File: src/sv/tpe_pkg.sv
`timescale 1ns / 1ps
`default_nettype none

package tpe_pkg;

   localparam int CoordWidth    = 6;
   localparam int DimWidth      = 7;
   localparam int ColorWidth    = 32;
   localparam int OffsetWidth   = 14;
   localparam int WordAddrWidth = 12;
   localparam int StoreWords    = 4096;
   localparam int CsrIndexWidth = 2;

   localparam logic [CsrIndexWidth-1:0] CsrImageWidth  = 2'd0;
   localparam logic [CsrIndexWidth-1:0] CsrImageHeight = 2'd1;

   localparam logic [DimWidth-1:0] DimReset     = 7'd64;
   localparam logic [DimWidth-1:0] WidthInUse   = 7'h7C;

   localparam logic [1:0] FuncWrite  = 2'd0;
   localparam logic [1:0] FuncRead   = 2'd1;
   localparam logic [1:0] FuncInvert = 2'd2;
   localparam logic [1:0] FuncGray   = 2'd3;

   localparam logic [7:0] LumaRed   = 8'd77;
   localparam logic [7:0] LumaGreen = 8'd150;
   localparam logic [7:0] LumaBlue  = 8'd28;

   typedef struct packed {
      logic                     in_range;
      logic [OffsetWidth-1:0]   offset;
      logic [WordAddrWidth-1:0] word_addr;
   } addr_type;

endpackage

`default_nettype wire

File: src/sv/tpe_addr.sv
`timescale 1ns / 1ps
`default_nettype none

module tpe_addr (
   input  wire logic [tpe_pkg::CoordWidth-1:0] pixel_x,
   input  wire logic [tpe_pkg::CoordWidth-1:0] pixel_y,
   input  wire logic [tpe_pkg::DimWidth-1:0]   image_width,
   input  wire logic [tpe_pkg::DimWidth-1:0]   image_height,
   output tpe_pkg::addr_type                   addr
);

   logic [tpe_pkg::DimWidth-1:0]    width_used;
   logic [10:0]                     row_prod;
   logic [tpe_pkg::OffsetWidth-1:0] offset;
   logic                            in_range;

   always_comb begin
      width_used = image_width & tpe_pkg::WidthInUse;
      in_range   = ({1'b0, pixel_x} < width_used) && ({1'b0, pixel_y} < image_height);
      row_prod   = 11'(pixel_y[5:2]) * 11'(width_used);
      offset     = 14'({row_prod, 4'b0000})
                 + 14'({pixel_x[5:2], 6'b000000})
                 + 14'({pixel_y[1:0], pixel_x[1:0], 1'b0});

      // The four bytes of a pixel share one word: bits 5 and 0 are always clear
      addr.in_range  = in_range;
      addr.offset    = in_range ? offset : '0;
      addr.word_addr = {offset[13:6], offset[4:1]};
   end

endmodule

`default_nettype wire

File: config.mk
export PLATFORM = sky130hd
export DESIGN_NAME = tpe_addr
export DESIGN_NICKNAME = d
export VERILOG_FILES = /design/src/sv/tpe_pkg.sv /design/src/sv/tpe_addr.sv
export SDC_FILE = /design/constraint.sdc
export NUM_CORES = 1
export LEC_CHECK = 0
export BUFFER_PORTS_ARGS = -buffer_cell sky130_fd_sc_hd__buf_2
export CORE_ASPECT_RATIO = 0.75
export CORE_MARGIN = 5
export CORE_UTILIZATION = 40
export DETAILED_ROUTE_END_ITERATION = 8
export MAX_ROUTING_LAYER = met4
export PLACE_DENSITY = 0.73
export SETUP_SLACK_MARGIN = 0.3
export SLEW_MARGIN = 20
export SYNTH_ARGS = -nofsm -noshare
export SYNTH_HDL_FRONTEND = slang
export SYNTH_SLANG_ARGS = --single-unit
File: constraint.sdc
create_clock -name vclk -period 3.6
set_clock_uncertainty 0.05 [all_clocks]
set_input_delay 0.36 -clock vclk [all_inputs]
set_output_delay 0.36 -clock vclk [all_outputs]
set_load 0.05 [all_outputs]
==> results.tsv <==
stage	metric	value	unit
outcome	status	finished, violations left	
outcome	failing checks	negative setup slack	
routing	number of vias after detailed routing	1113	
worst_hold_path	hold path endpoint	addr[0]	
die	count of pins on the block boundary	53	
global_route	global-route usage over all layers	0.166	
global_route	vias in the first global route	1180	
die	core footprint	2580	um2
placed_design	Port Buffers	49	
cells_and_area	most frequent standard cell in the layout excluding fill and tap cells	buf_2	
worst_hold_path	Hold Crit Start	pixel_x[0]	
sta	number of failing setup endpoints in the final timing report	6	
routing	Avg WL per Cell	12.5	um
die	initial core utilization	0.413	
pwr	fraction of power spent switching nets	0.553	
die	area of the die	3810	um2
pwr	internal power contribution	434	uW
cells_and_area	final sequential cell count	0	
global_route	global-route wire length before repair	5060	um
sta	final critical-path required period	3910	ps
die	die width	69.6	um
sta	slack of the critical path	-311	ps
routing	DR vias/cell	4.60	
cells_and_area	area delta synth->final	71.8	%
routing	DR pass1 iterations	4	
cells_and_area	clock buffer instance count of the final layout	0	
worst_hold_path	worst min path class	in -> out	
pwr	share of total power in combinational logic	1.000	
critical_path	standard cell with the maximum stage delay on the critical path	fa_1	
cells_and_area	post-layout instance area	1830	um2
pwr	share of total power in sequential cells	0	
cells_and_area	fill count	198	
placed_design	placed inst area	1610	um2
placed_design	DP Wirelength	2450	um
pwr	power spent charging and discharging nets	538	uW
worst_hold_path	number of cells on the worst hold path	2	
cells_and_area	leading cell types in the layout, fill and taps excluded	34 x buf_2, 28 x buf_4, 19 x ha_1	
synth	largest area contributor in the synthesized netlist	ha_1	
cells_and_area	# nets final	264	
critical_path	highest net fanout along the worst path	4	
synth	Mapped Cells	135	
sta	Final period util	1.09	
sta	final slew viol count	0	
critical_path	beginning of the critical path	pixel_y[4]	
critical_path	class of the most critical setup path	in -> out	
die	number of cell rows	16	
critical_path	Worst Setup End Kind	output port	
flow_run	reported max-cap violation count	0	
synth	distinct cell type count of the synthesized netlist	29	
critical_path	count of buffer and inverter cells on the critical path	5	
placed_design	final weighted congestion in routability-driven placement	0.801	
global_route	pin count of the biggest net entering global routing	14	
critical_path	kind of start point of the critical path	input pin	
routing	Remaining DRCs	0	
synth	sequential share of the synthesized area	0	
cells_and_area	sequential standard cell area	0	um2
sta	Final Hold Violating Endpoints	0	
die	Die H	54.7	um
pwr	portion of total power attributed to the clock network	0	
pwr	Worst IR Drop VDD	0.000311	V
critical_path	cell breakdown of the critical path	buf_2 > buf_4 > and2_1 > ha_1 > ha_1 > ha_2 > inv_1 > fa_1 > inv_2 > ha_4 > nand2_2 > o21ai_2 > nand2_2 > nor3b_2 > xnor3_2 > nor2b_4 > buf_8	
synth	Area contributors post-synth	ha_1 27%, and2_1 13%, fa_1 13%, inv_1 7.0%, xnor2_1 6.6%	
pwr	leakage power	0.988	nW
routing	Iteration-0 DRC Markers	34	
cells_and_area	number of non-filler instances in the completed layout	242	
global_route	initial antenna violation count	0	
critical_path	kind of cell adding the most delay to the critical path	adder cells	
global_route	grt total ovfl	0	
synth	per-instance average area after synthesis	7.90	um2
synth	area share of the leading cell type in the synthesized netlist	0.270	
sta	maximum clock frequency	256	MHz
routing	Total Wirelength	3010	um
routing	ANT nets after route	0	
cells_and_area	share of final-layout standard cells stronger than drive strength 1	0.539	
pwr	power density over cell area	531	nW/um2
clock_tree	quantity of hold-fixing buffers added after cts	0	
synth	synth warn	0	
cells_and_area	number of diodes	0	
critical_path	biggest cell delay along the critical path	540	ps
sta	RSZ-0062 raised after global routing	yes	
critical_path	data required time at the worst endpoint	3190	ps
placed_design	total instance count after detailed placement	237	
synth	Netlist Area Pre-Place	1070	um2
sta	WHS	968	ps
critical_path	data arrival at the endpoint of the critical path	3500	ps
[final cells by class]
| class | count | area, um2 | share of cell area |
|---|---|---|---|
| tap | 36 | 45.0 | 0.0246 |
| timing repair buffer | 78 | 599 | 0.327 |
| inverter | 20 | 78.8 | 0.0430 |
| multi-input combinational | 108 | 1110 | 0.605 |
[power by group through the flow]
stage	registers, mW	clock network (mW)	logic [mW]
final	0	0	0.972
after global routing	0	0	1.03
after CTS	0	0	0.928
after detailed placement	0	0	0.793
after global placement	0	0	0.780
after floorplan	0	0	0.612
[cells in the mapped netlist (all sizes together) (2+ instances only)]
cell / n
buf: 8
nor2: 6
a21oi: 8
o21ai: 4
a21o: 3
fa: 7
nand2b: 2
and2: 23
nand2: 10
nor3b: 2
xnor2: 8
xor2: 2
ha: 23
inv: 20
nor2b: 2
[through the flow]
step	total power, mW	utilization	worst slack (ps)	TNS (ps)
after global placement	0.780	0.624	-488	-2400
final	0.972	0.709	-311	-1250
after floorplan	0.612	-	-274	-917
after global routing	1.03	0.709	-443	-2160
after CTS	0.928	0.687	-301	-1150
after detailed placement	0.793	0.624	-566	-2810
[what timing repair did]
item	in CTS	in global routing
pin swaps	8	7
endpoints found under the setup margin	10	10
gates resized for setup	44	9
setup buffers	3	2
[per-layer routing]
metal / vias up / GRT usage / share of wire
met3: 0 / 0.0220 / 0.073
met4: 0 / 0.00955 / 0
li1: 567 / - / -
met2: 38 / 0.321 / 0.49
met5: - / - / 0
met1: 508 / 0.197 / 0.43
[worst max path at each step]
stage               slack, ps        to  depth (start not counted)
CTS                      -300  addr[25]                         16
detailed placement       -570  addr[25]                         16
global route             -440  addr[25]                         17
finish                   -310  addr[25]                         17
floorplan                -270  addr[25]                         14
global placement         -490  addr[25]                         16
[logic make-up (layout without fill, tap and decap cells)]
group,after synthesis,in the layout,synth area share
AOI/OAI and AO/OA,18,18,0.111
and+or+nand+nor,47,47,0.249
other,1,2,0.00352
xor gates and xnor gates,11,11,0.110
buffers and inverters,28,98,0.124
adders and majority gates,30,30,0.401
Note: power is estimated with default switching activity, not from simulation.
