## config.mk

```make
export PLATFORM = sky130hd
export DESIGN_NAME = tpe_modify
export DESIGN_NICKNAME = d
export VERILOG_FILES = /design/src/sv/tpe_pkg.sv /design/src/sv/tpe_modify.sv
export SDC_FILE = /design/constraint.sdc
export NUM_CORES = 1
export LEC_CHECK = 0
export ABC_AREA = 1
export BUFFER_PORTS_ARGS = -buffer_cell sky130_fd_sc_hd__buf_2
export CORE_MARGIN = 3
export CORE_UTILIZATION = 50
export DETAILED_ROUTE_END_ITERATION = 10
export GPL_TIMING_DRIVEN = 0
export PLACE_DENSITY_LB_ADDON = 0.1
export SLEW_MARGIN = 10
export SYNTH_ARGS = -nofsm -noshare
export SYNTH_HDL_FRONTEND = slang
export SYNTH_SLANG_ARGS = --single-unit
```

## constraint.sdc

```tcl
create_clock -name vclk -period 8.7
set_input_delay 0.435 -clock vclk [all_inputs]
set_output_delay 0.435 -clock vclk [all_outputs]
set_load 0.02 [all_outputs]
```

## src/sv/tpe_pkg.sv

```systemverilog
`timescale 1ns / 1ps
`default_nettype none

package tpe_pkg;

   localparam int CoordWidth    = 6;
   localparam int DimWidth      = 7;
   localparam int ColorWidth    = 32;
   localparam int OffsetWidth   = 14;
   localparam int WordAddrWidth = 12;
   localparam int StoreWords    = 4096;
   localparam int CsrIndexWidth = 2;

   localparam logic [CsrIndexWidth-1:0] CsrImageWidth  = 2'd0;
   localparam logic [CsrIndexWidth-1:0] CsrImageHeight = 2'd1;

   localparam logic [DimWidth-1:0] DimReset     = 7'd64;
   localparam logic [DimWidth-1:0] WidthInUse   = 7'h7C;

   localparam logic [1:0] FuncWrite  = 2'd0;
   localparam logic [1:0] FuncRead   = 2'd1;
   localparam logic [1:0] FuncInvert = 2'd2;
   localparam logic [1:0] FuncGray   = 2'd3;

   localparam logic [7:0] LumaRed   = 8'd77;
   localparam logic [7:0] LumaGreen = 8'd150;
   localparam logic [7:0] LumaBlue  = 8'd28;

   typedef struct packed {
      logic                     in_range;
      logic [OffsetWidth-1:0]   offset;
      logic [WordAddrWidth-1:0] word_addr;
   } addr_type;

endpackage

`default_nettype wire

```

## src/sv/tpe_modify.sv

```systemverilog
`timescale 1ns / 1ps
`default_nettype none

module tpe_modify (
   input  wire logic [1:0]                       func,
   input  wire logic [tpe_pkg::ColorWidth-1:0]   write_color,
   input  wire logic [tpe_pkg::ColorWidth-1:0]   stored_color,
   output logic      [tpe_pkg::ColorWidth-1:0]   new_color,
   output logic                                  writes_back
);

   logic [15:0] luma_sum;
   logic [7:0]  gray;

   always_comb begin
      luma_sum = 16'(stored_color[31:24]) * 16'(tpe_pkg::LumaRed)
               + 16'(stored_color[23:16]) * 16'(tpe_pkg::LumaGreen)
               + 16'(stored_color[15:8])  * 16'(tpe_pkg::LumaBlue);
      gray     = luma_sum[15:8];

      case (func)
         tpe_pkg::FuncWrite: begin
            new_color   = write_color;
            writes_back = 1'b1;
         end
         tpe_pkg::FuncRead: begin
            new_color   = stored_color;
            writes_back = 1'b0;
         end
         tpe_pkg::FuncInvert: begin
            new_color   = {~stored_color[31:8], stored_color[7:0]};
            writes_back = 1'b1;
         end
         tpe_pkg::FuncGray: begin
            new_color   = {gray, gray, gray, stored_color[7:0]};
            writes_back = 1'b1;
         end
         default: begin
            new_color   = stored_color;
            writes_back = 1'b0;
         end
      endcase
   end

endmodule

`default_nettype wire

```

==> impl_results.html, run 1 <==
<table>
<tr><th>Metric</th><th>Value</th></tr>
<tr><th colspan="2">Outcome</th></tr>
<tr><td>Result of the run</td><td>finished, final reports clean</td></tr>
<tr><th colspan="2">Job</th></tr>
<tr><td>Number of max-cap violations</td><td>0</td></tr>
<tr><th colspan="2">Route</th></tr>
<tr><td>Total via count after detailed routing</td><td>3943</td></tr>
<tr><td>Number of DRC markers after the initial detailed-route iteration</td><td>191</td></tr>
<tr><td>TritonRoute pass-1 iters</td><td>4</td></tr>
<tr><td>Count of antenna-violating nets left after detailed routing</td><td>0</td></tr>
<tr><td>Detailed-route vias per instance</td><td>5.14</td></tr>
<tr><td>Detailed-route wire length</td><td>10500 um</td></tr>
<tr><td>Number of remaining DRC errors</td><td>0</td></tr>
<tr><td>Per-cell routed wire length</td><td>13.7 um</td></tr>
<tr><th colspan="2">Timing</th></tr>
<tr><td>Tightest Pin Transition</td><td>539 ps</td></tr>
<tr><td>Tightest slew margin relative to the limit</td><td>64.1%</td></tr>
<tr><td>Final critical-path share of the clock period</td><td>81.1%</td></tr>
<tr><td>Count of pins over their slew limit</td><td>0</td></tr>
<tr><td>Hold violation total from the final report</td><td>0</td></tr>
<tr><td>Final TNS setup</td><td>0 ps</td></tr>
<tr><td>Fmax</td><td>0.142 GHz</td></tr>
<tr><td>Minimum period implied by the final worst setup slack</td><td>7060 ps</td></tr>
<tr><td>Total setup violations reported at the end of the flow</td><td>0</td></tr>
<tr><td>RSZ-0062 raised after global routing</td><td>false</td></tr>
<tr><th colspan="2">Cells and area</th></tr>
<tr><td>Utilization after layout</td><td>61.0%</td></tr>
<tr><td>Finished layout cell area</td><td>4540 um2</td></tr>
<tr><td>Net count, final</td><td>866</td></tr>
<tr><td>Non-filler instance count after layout</td><td>767</td></tr>
<tr><td>Fillers</td><td>772</td></tr>
<tr><td>Antenna diode count</td><td>0</td></tr>
<tr><td>Total area of sequential cells</td><td>0 um2</td></tr>
<tr><td>Layout sequential cell count</td><td>0</td></tr>
<tr><td>Clock buffers</td><td>0</td></tr>
<tr><td>Layout cell share with drive strength beyond 1</td><td>16.6%</td></tr>
<tr><td>Area growth syn-to-layout</td><td>15.8%</td></tr>
<tr><th colspan="2">Die</th></tr>
<tr><td>Die Span Y</td><td>94.5 um</td></tr>
<tr><td>Effective utilization at floorplan</td><td>52.6%</td></tr>
<tr><td>Standard cell core area</td><td>7450 um2</td></tr>
<tr><td>IO Pins</td><td>99</td></tr>
<tr><td>Number of placement rows</td><td>31</td></tr>
<tr><td>Total die area</td><td>8940 um2</td></tr>
<tr><td>Die width</td><td>94.5 um</td></tr>
<tr><th colspan="2">CTS</th></tr>
<tr><td>Hold buffer count at cts</td><td>0</td></tr>
<tr><td>Number of cells upsized or downsized after cts</td><td>0</td></tr>
<tr><td>Buffers inserted by post-CTS timing repair</td><td>0</td></tr>
<tr><th colspan="2">Setup path</th></tr>
<tr><td>Arrival time worst endpoint</td><td>6620 ps</td></tr>
<tr><td>Stage delay of the slowest cell on the critical path</td><td>530 ps</td></tr>
<tr><td>Worst setup path class</td><td>input port to primary output</td></tr>
<tr><td>Number of buffer and inverter stages on the critical path</td><td>8</td></tr>
<tr><td>Critical path's top delay family</td><td>adder cells</td></tr>
<tr><td>Crit Path Max Fanout</td><td>6</td></tr>
<tr><td>CP endpoint kind</td><td>primary output</td></tr>
<tr><td>Standard cell with the maximum stage delay on the critical path</td><td>fa_1</td></tr>
<tr><td>Startpoint type of the worst setup path</td><td>input port</td></tr>
<tr><td>Data required time of the worst path</td><td>8270 ps</td></tr>
<tr><th colspan="2">Logic synthesis</th></tr>
<tr><td>Part of the Yosys area used for sequential elements</td><td>0%</td></tr>
<tr><td>Post-synthesis cell area</td><td>3920 um2</td></tr>
<tr><td>Number of distinct library cell variants in the gate-level netlist after synthesis</td><td>29</td></tr>
<tr><td>Synthesis Warnings</td><td>0</td></tr>
<tr><td>Syn Area/Cell</td><td>6.89 um2</td></tr>
<tr><td>Cell type with the largest total area after synthesis</td><td>ha_1</td></tr>
<tr><td>Area contributors post-synth</td><td>ha_1 (27%), fa_1 (22%), inv_1 (13%), nand2_1 (11%), a21oi_1 (7.1%)</td></tr>
<tr><td>Gate count of the mapped netlist</td><td>569</td></tr>
<tr><td>Net Count, Synth</td><td>765</td></tr>
<tr><td>Area share of the largest cell type after synthesis</td><td>27.4%</td></tr>
<tr><th colspan="2">Placed design</th></tr>
<tr><td>RePlAce Congestion</td><td>0.923</td></tr>
<tr><td>Half-perimeter wire length after placement</td><td>9430 um</td></tr>
<tr><td>IO Port Bufs</td><td>99</td></tr>
<tr><td>Placed cell area</td><td>4540 um2</td></tr>
<tr><td>Placed Instances</td><td>767</td></tr>
<tr><th colspan="2">Global routing</th></tr>
<tr><td>Remaining Overflow, GRT</td><td>0</td></tr>
<tr><td>Global-route usage over all layers</td><td>23.9%</td></tr>
<tr><td>Via count of the first global-routing pass</td><td>3708</td></tr>
<tr><td>Pin count of the biggest net entering global routing</td><td>11</td></tr>
<tr><td>Antenna violations before repair</td><td>0</td></tr>
<tr><td>Global-route wire length before repair</td><td>17200 um</td></tr>
<tr><th colspan="2">Min path</th></tr>
<tr><td>Worst min-delay path class</td><td>input port to primary output</td></tr>
</table>
-- per-layer routing --
layer | global-route usage [%] | up-vias | wire [um]
met3 | 0.797 | 12 | 656
met2 | 39.8 | 142 | 4810
li1 | - | 1988 | -
met1 | 35.2 | 1801 | 4860
met4 | 3.49 | 0 | 152
met5 | 0 | - | 0
-- cell usage after synthesis, drive strengths merged --
cell     count
o211ai       1
inv        137
buf          3
o21ai        7
nor2        58
clkbuf       3
and2         1
o21bai       2
nand4        6
fa          44
xor2         7
a31oi        2
nand2      114
clkinv       1
ha          86
a21o         2
xnor2        9
o2111ai      6
nand3       21
a21boi       1
a21oi       56
nand3b       2
-- kinds of logic after synthesis --
group,after synthesis,share of synthesized area (%)
adders and majority gates,130,49.9
buffers and inverters,144,14.3
AOI/OAI and AO/OA,77,11.0
and+or+nand+nor,202,21.2
xor gates and xnor gates,16,3.57
-- layout make-up --
cell class	count	area, um2	share of cell area [%]
multi-input combinational	425	3360	74.0
inverter	138	518	11.4
timing repair buffer	99	495	10.9
tap	99	124	2.73
buffer	6	42.5	0.937
-- through the flow --
| stage | worst slack [ps] | hold WS (ps) |
|---|---|---|
| floorplan | 2280 | 1040 |
| global placement | 1730 | 1170 |
| detailed placement | 1680 | 1180 |
| CTS | 1660 | 1180 |
| global route | 1240 | 1200 |
| finish | 1640 | 1180 |
-- worst min-delay path: stages --
cell and delay, ps:
buf_2 70, nand2_1 40, nand2_1 40, buf_2 150
-- placed cells by master, fill, tap and decap left out, drive strengths merged --
cell / synthesis / routed
a21boi: 1 / 1
a21o: 2 / 2
a21oi: 56 / 56
a31oi: 2 / 2
and2: 1 / 1
buf: 3 / 102
clkbuf: 3 / 3
clkinv: 1 / 1
fa: 44 / 44
ha: 86 / 86
inv: 137 / 137
nand2: 114 / 114
nand3: 21 / 21
nand3b: 2 / 2
nand4: 6 / 6
nor2: 58 / 58
o2111ai: 6 / 6
o211ai: 1 / 1
o21ai: 7 / 7
o21bai: 2 / 2
xnor2: 9 / 9
xor2: 7 / 7
-- path summary, 6_finish.rpt --
path             start             to  slack, ps  depth (start not counted)
max   stored_color[21]  new_color[11]       1640                         29
min    stored_color[1]   new_color[1]       1180                          4
Power of run 1 is left out: the tool's default activity adds up to more than one toggle a clock period on the data nets, which glitch-free logic cannot reach.
==> run 2: changes to the inputs <==
==> constraint.sdc (replaced) <==
create_clock -name vclk -period 5.8
set_input_delay 0.29 -clock vclk [all_inputs]
set_output_delay 0.29 -clock vclk [all_outputs]
set_load 0.02 [all_outputs]
==> impl_results.html, run 2 (synthesis gave the netlist of run 1 again) <==
<table>
<tr><th>Metric</th><th>Value</th></tr>
<tr><th colspan="2">Cells and area</th></tr>
<tr><td>Area growth syn-to-layout</td><td>38.0%</td></tr>
<tr><td>Net count, final</td><td>876</td></tr>
<tr><td>Antenna diode count</td><td>0</td></tr>
<tr><td>Highest-count cells in the layout ignoring fill and taps</td><td>inv_1 (126), nand2_1 (94), buf_2 (80)</td></tr>
<tr><td>Utilization after layout</td><td>72.6%</td></tr>
<tr><td>Leading cell type in the layout, fill and taps excluded</td><td>inv_1</td></tr>
<tr><td>Clock buffers</td><td>0</td></tr>
<tr><td>Total area of sequential cells</td><td>0 um2</td></tr>
<tr><td>Layout sequential cell count</td><td>0</td></tr>
<tr><td>Layout cell share with drive strength beyond 1</td><td>31.4%</td></tr>
<tr><th colspan="2">Setup path</th></tr>
<tr><td>Crit Path Max Fanout</td><td>6</td></tr>
<tr><td>Arrival time worst endpoint</td><td>5930 ps</td></tr>
<tr><td>CP endpoint kind</td><td>primary output</td></tr>
<tr><td>Startpoint type of the worst setup path</td><td>input port</td></tr>
<tr><td>Worst setup path class</td><td>input port to primary output</td></tr>
<tr><td>Data required time of the worst path</td><td>5510 ps</td></tr>
<tr><th colspan="2">CTS</th></tr>
<tr><td>Hold buffer count at cts</td><td>0</td></tr>
<tr><th colspan="2">Die</th></tr>
<tr><td>Die width</td><td>94.5 um</td></tr>
<tr><td>Effective utilization at floorplan</td><td>52.6%</td></tr>
<tr><td>Number of placement rows</td><td>31</td></tr>
<tr><td>IO Pins</td><td>99</td></tr>
<tr><td>Standard cell core area</td><td>7450 um2</td></tr>
<tr><td>Die Span Y</td><td>94.5 um</td></tr>
<tr><td>Total die area</td><td>8940 um2</td></tr>
<tr><th colspan="2">Min path</th></tr>
<tr><td>Worst hold path depth</td><td>4</td></tr>
<tr><td>Worst min-delay path class</td><td>input port to primary output</td></tr>
<tr><th colspan="2">Route</th></tr>
<tr><td>TritonRoute pass-1 iters</td><td>5</td></tr>
<tr><td>Total via count after detailed routing</td><td>4065</td></tr>
<tr><td>Per-cell routed wire length</td><td>15.1 um</td></tr>
<tr><td>Detailed-route wire length</td><td>11800 um</td></tr>
<tr><td>Number of remaining DRC errors</td><td>0</td></tr>
<tr><td>Number of DRC markers after the initial detailed-route iteration</td><td>242</td></tr>
<tr><td>Count of antenna-violating nets left after detailed routing</td><td>0</td></tr>
<tr><td>Detailed-route vias per instance</td><td>5.23</td></tr>
<tr><th colspan="2">Timing</th></tr>
<tr><td>RSZ-0062 raised after global routing</td><td>true</td></tr>
<tr><td>Final critical-path share of the clock period</td><td>107%</td></tr>
<tr><td>Total setup violations reported at the end of the flow</td><td>24</td></tr>
<tr><td>Hold violation total from the final report</td><td>0</td></tr>
<tr><td>Tightest Pin Transition</td><td>536 ps</td></tr>
<tr><td>Minimum period implied by the final worst setup slack</td><td>6220 ps</td></tr>
<tr><td>Tightest slew margin relative to the limit</td><td>64.3%</td></tr>
<tr><td>Smallest setup slack after layout</td><td>-416 ps</td></tr>
<tr><td>Count of pins over their slew limit</td><td>0</td></tr>
<tr><td>Hold slack</td><td>887 ps</td></tr>
<tr><td>Fmax</td><td>0.161 GHz</td></tr>
<tr><th colspan="2">Global routing</th></tr>
<tr><td>Global-route wire length before repair</td><td>17400 um</td></tr>
<tr><td>Via count of the first global-routing pass</td><td>3720</td></tr>
<tr><td>Global-route usage over all layers</td><td>24.5%</td></tr>
<tr><td>Remaining Overflow, GRT</td><td>0</td></tr>
<tr><td>Pin count of the biggest net entering global routing</td><td>11</td></tr>
<tr><td>Antenna violations before repair</td><td>0</td></tr>
<tr><th colspan="2">Placed design</th></tr>
<tr><td>IO Port Bufs</td><td>99</td></tr>
<tr><td>RePlAce Congestion</td><td>0.916</td></tr>
<tr><td>Half-perimeter wire length after placement</td><td>9400 um</td></tr>
<tr><th colspan="2">Outcome</th></tr>
<tr><td>Violated checks</td><td>setup timing</td></tr>
<tr><td>Result of the run</td><td>finished with violations</td></tr>
<tr><th colspan="2">Job</th></tr>
<tr><td>Number of max-cap violations</td><td>0</td></tr>
</table>
==> run 2: cell types whose count changed in the layout (fill, tap and decap cells not counted), moves of 14 or more <==
cell | previous run | this run
buf_6 | 1 | 15
buf_4 | 0 | 15
ha_4 | 0 | 17
ha_1 | 86 | 69
buf_2 | 101 | 80
a21oi_1 | 56 | 36
nand2_1 | 113 | 94
nand2_2 | 1 | 15
==> run 2: area by class of cell <==
cell class / instances / area, um2
multi-input combinational: 425 / 4030
fill: 600 / 2040
timing repair buffer: 109 / 696
inverter: 138 / 518
tap: 99 / 124
buffer: 6 / 42.5
==> run 2: path summary, 6_finish.rpt <==
check | from | end | slack, ps
max | stored_color[17] | new_color[19] | -420
min | stored_color[2] | new_color[2] | 890
==> run 2: stage by stage <==
step | std cells | setup WS, ps | instance area (um2) | setup TNS, ps
6_report | 777 | -416 | 5410 | -6830
5_1_grt | 777 | -633 | 5410 | -12440
4_1_cts | 771 | -393 | 5020 | -7380
3_5_place_dp | 767 | -629 | 4730 | -12530
3_3_place_gp | 767 | -600 | 4730 | -11490
2_1_floorplan | 569 | 7.35 | 4110 | 0
==> run 2: per-layer routing <==
metal	global-route usage, %	routed length (um)
met5	0	0
met3	1.04	677
met1	36.2	5240
met4	4.81	213
met2	40.0	5620
==> run 2: worst max-delay path, stage by stage <==
cell	delay, ps
buf_2	160
ha_1	320
ha_1	290
ha_1	290
ha_1	360
a21oi_1	150
nand2_1	180
xnor2_2	190
fa_1	500
inv_1	50
fa_1	450
ha_1	290
inv_1	50
fa_1	530
inv_1	50
ha_1	330
a21oi_1	280
nand2_1	230
a21oi_4	180
nor2_1	50
nor2_1	140
nand2_2	170
a21oi_2	220
buf_6	140
==> run 2: what timing repair did <==
item / 4_1_cts / 5_1_grt
gates resized for setup: 65 / 66
endpoints found under the setup margin: 24 / 24
buffers inserted: 4 / 6
pin swaps: 35 / 37
Power of run 2 is left out for the same reason.
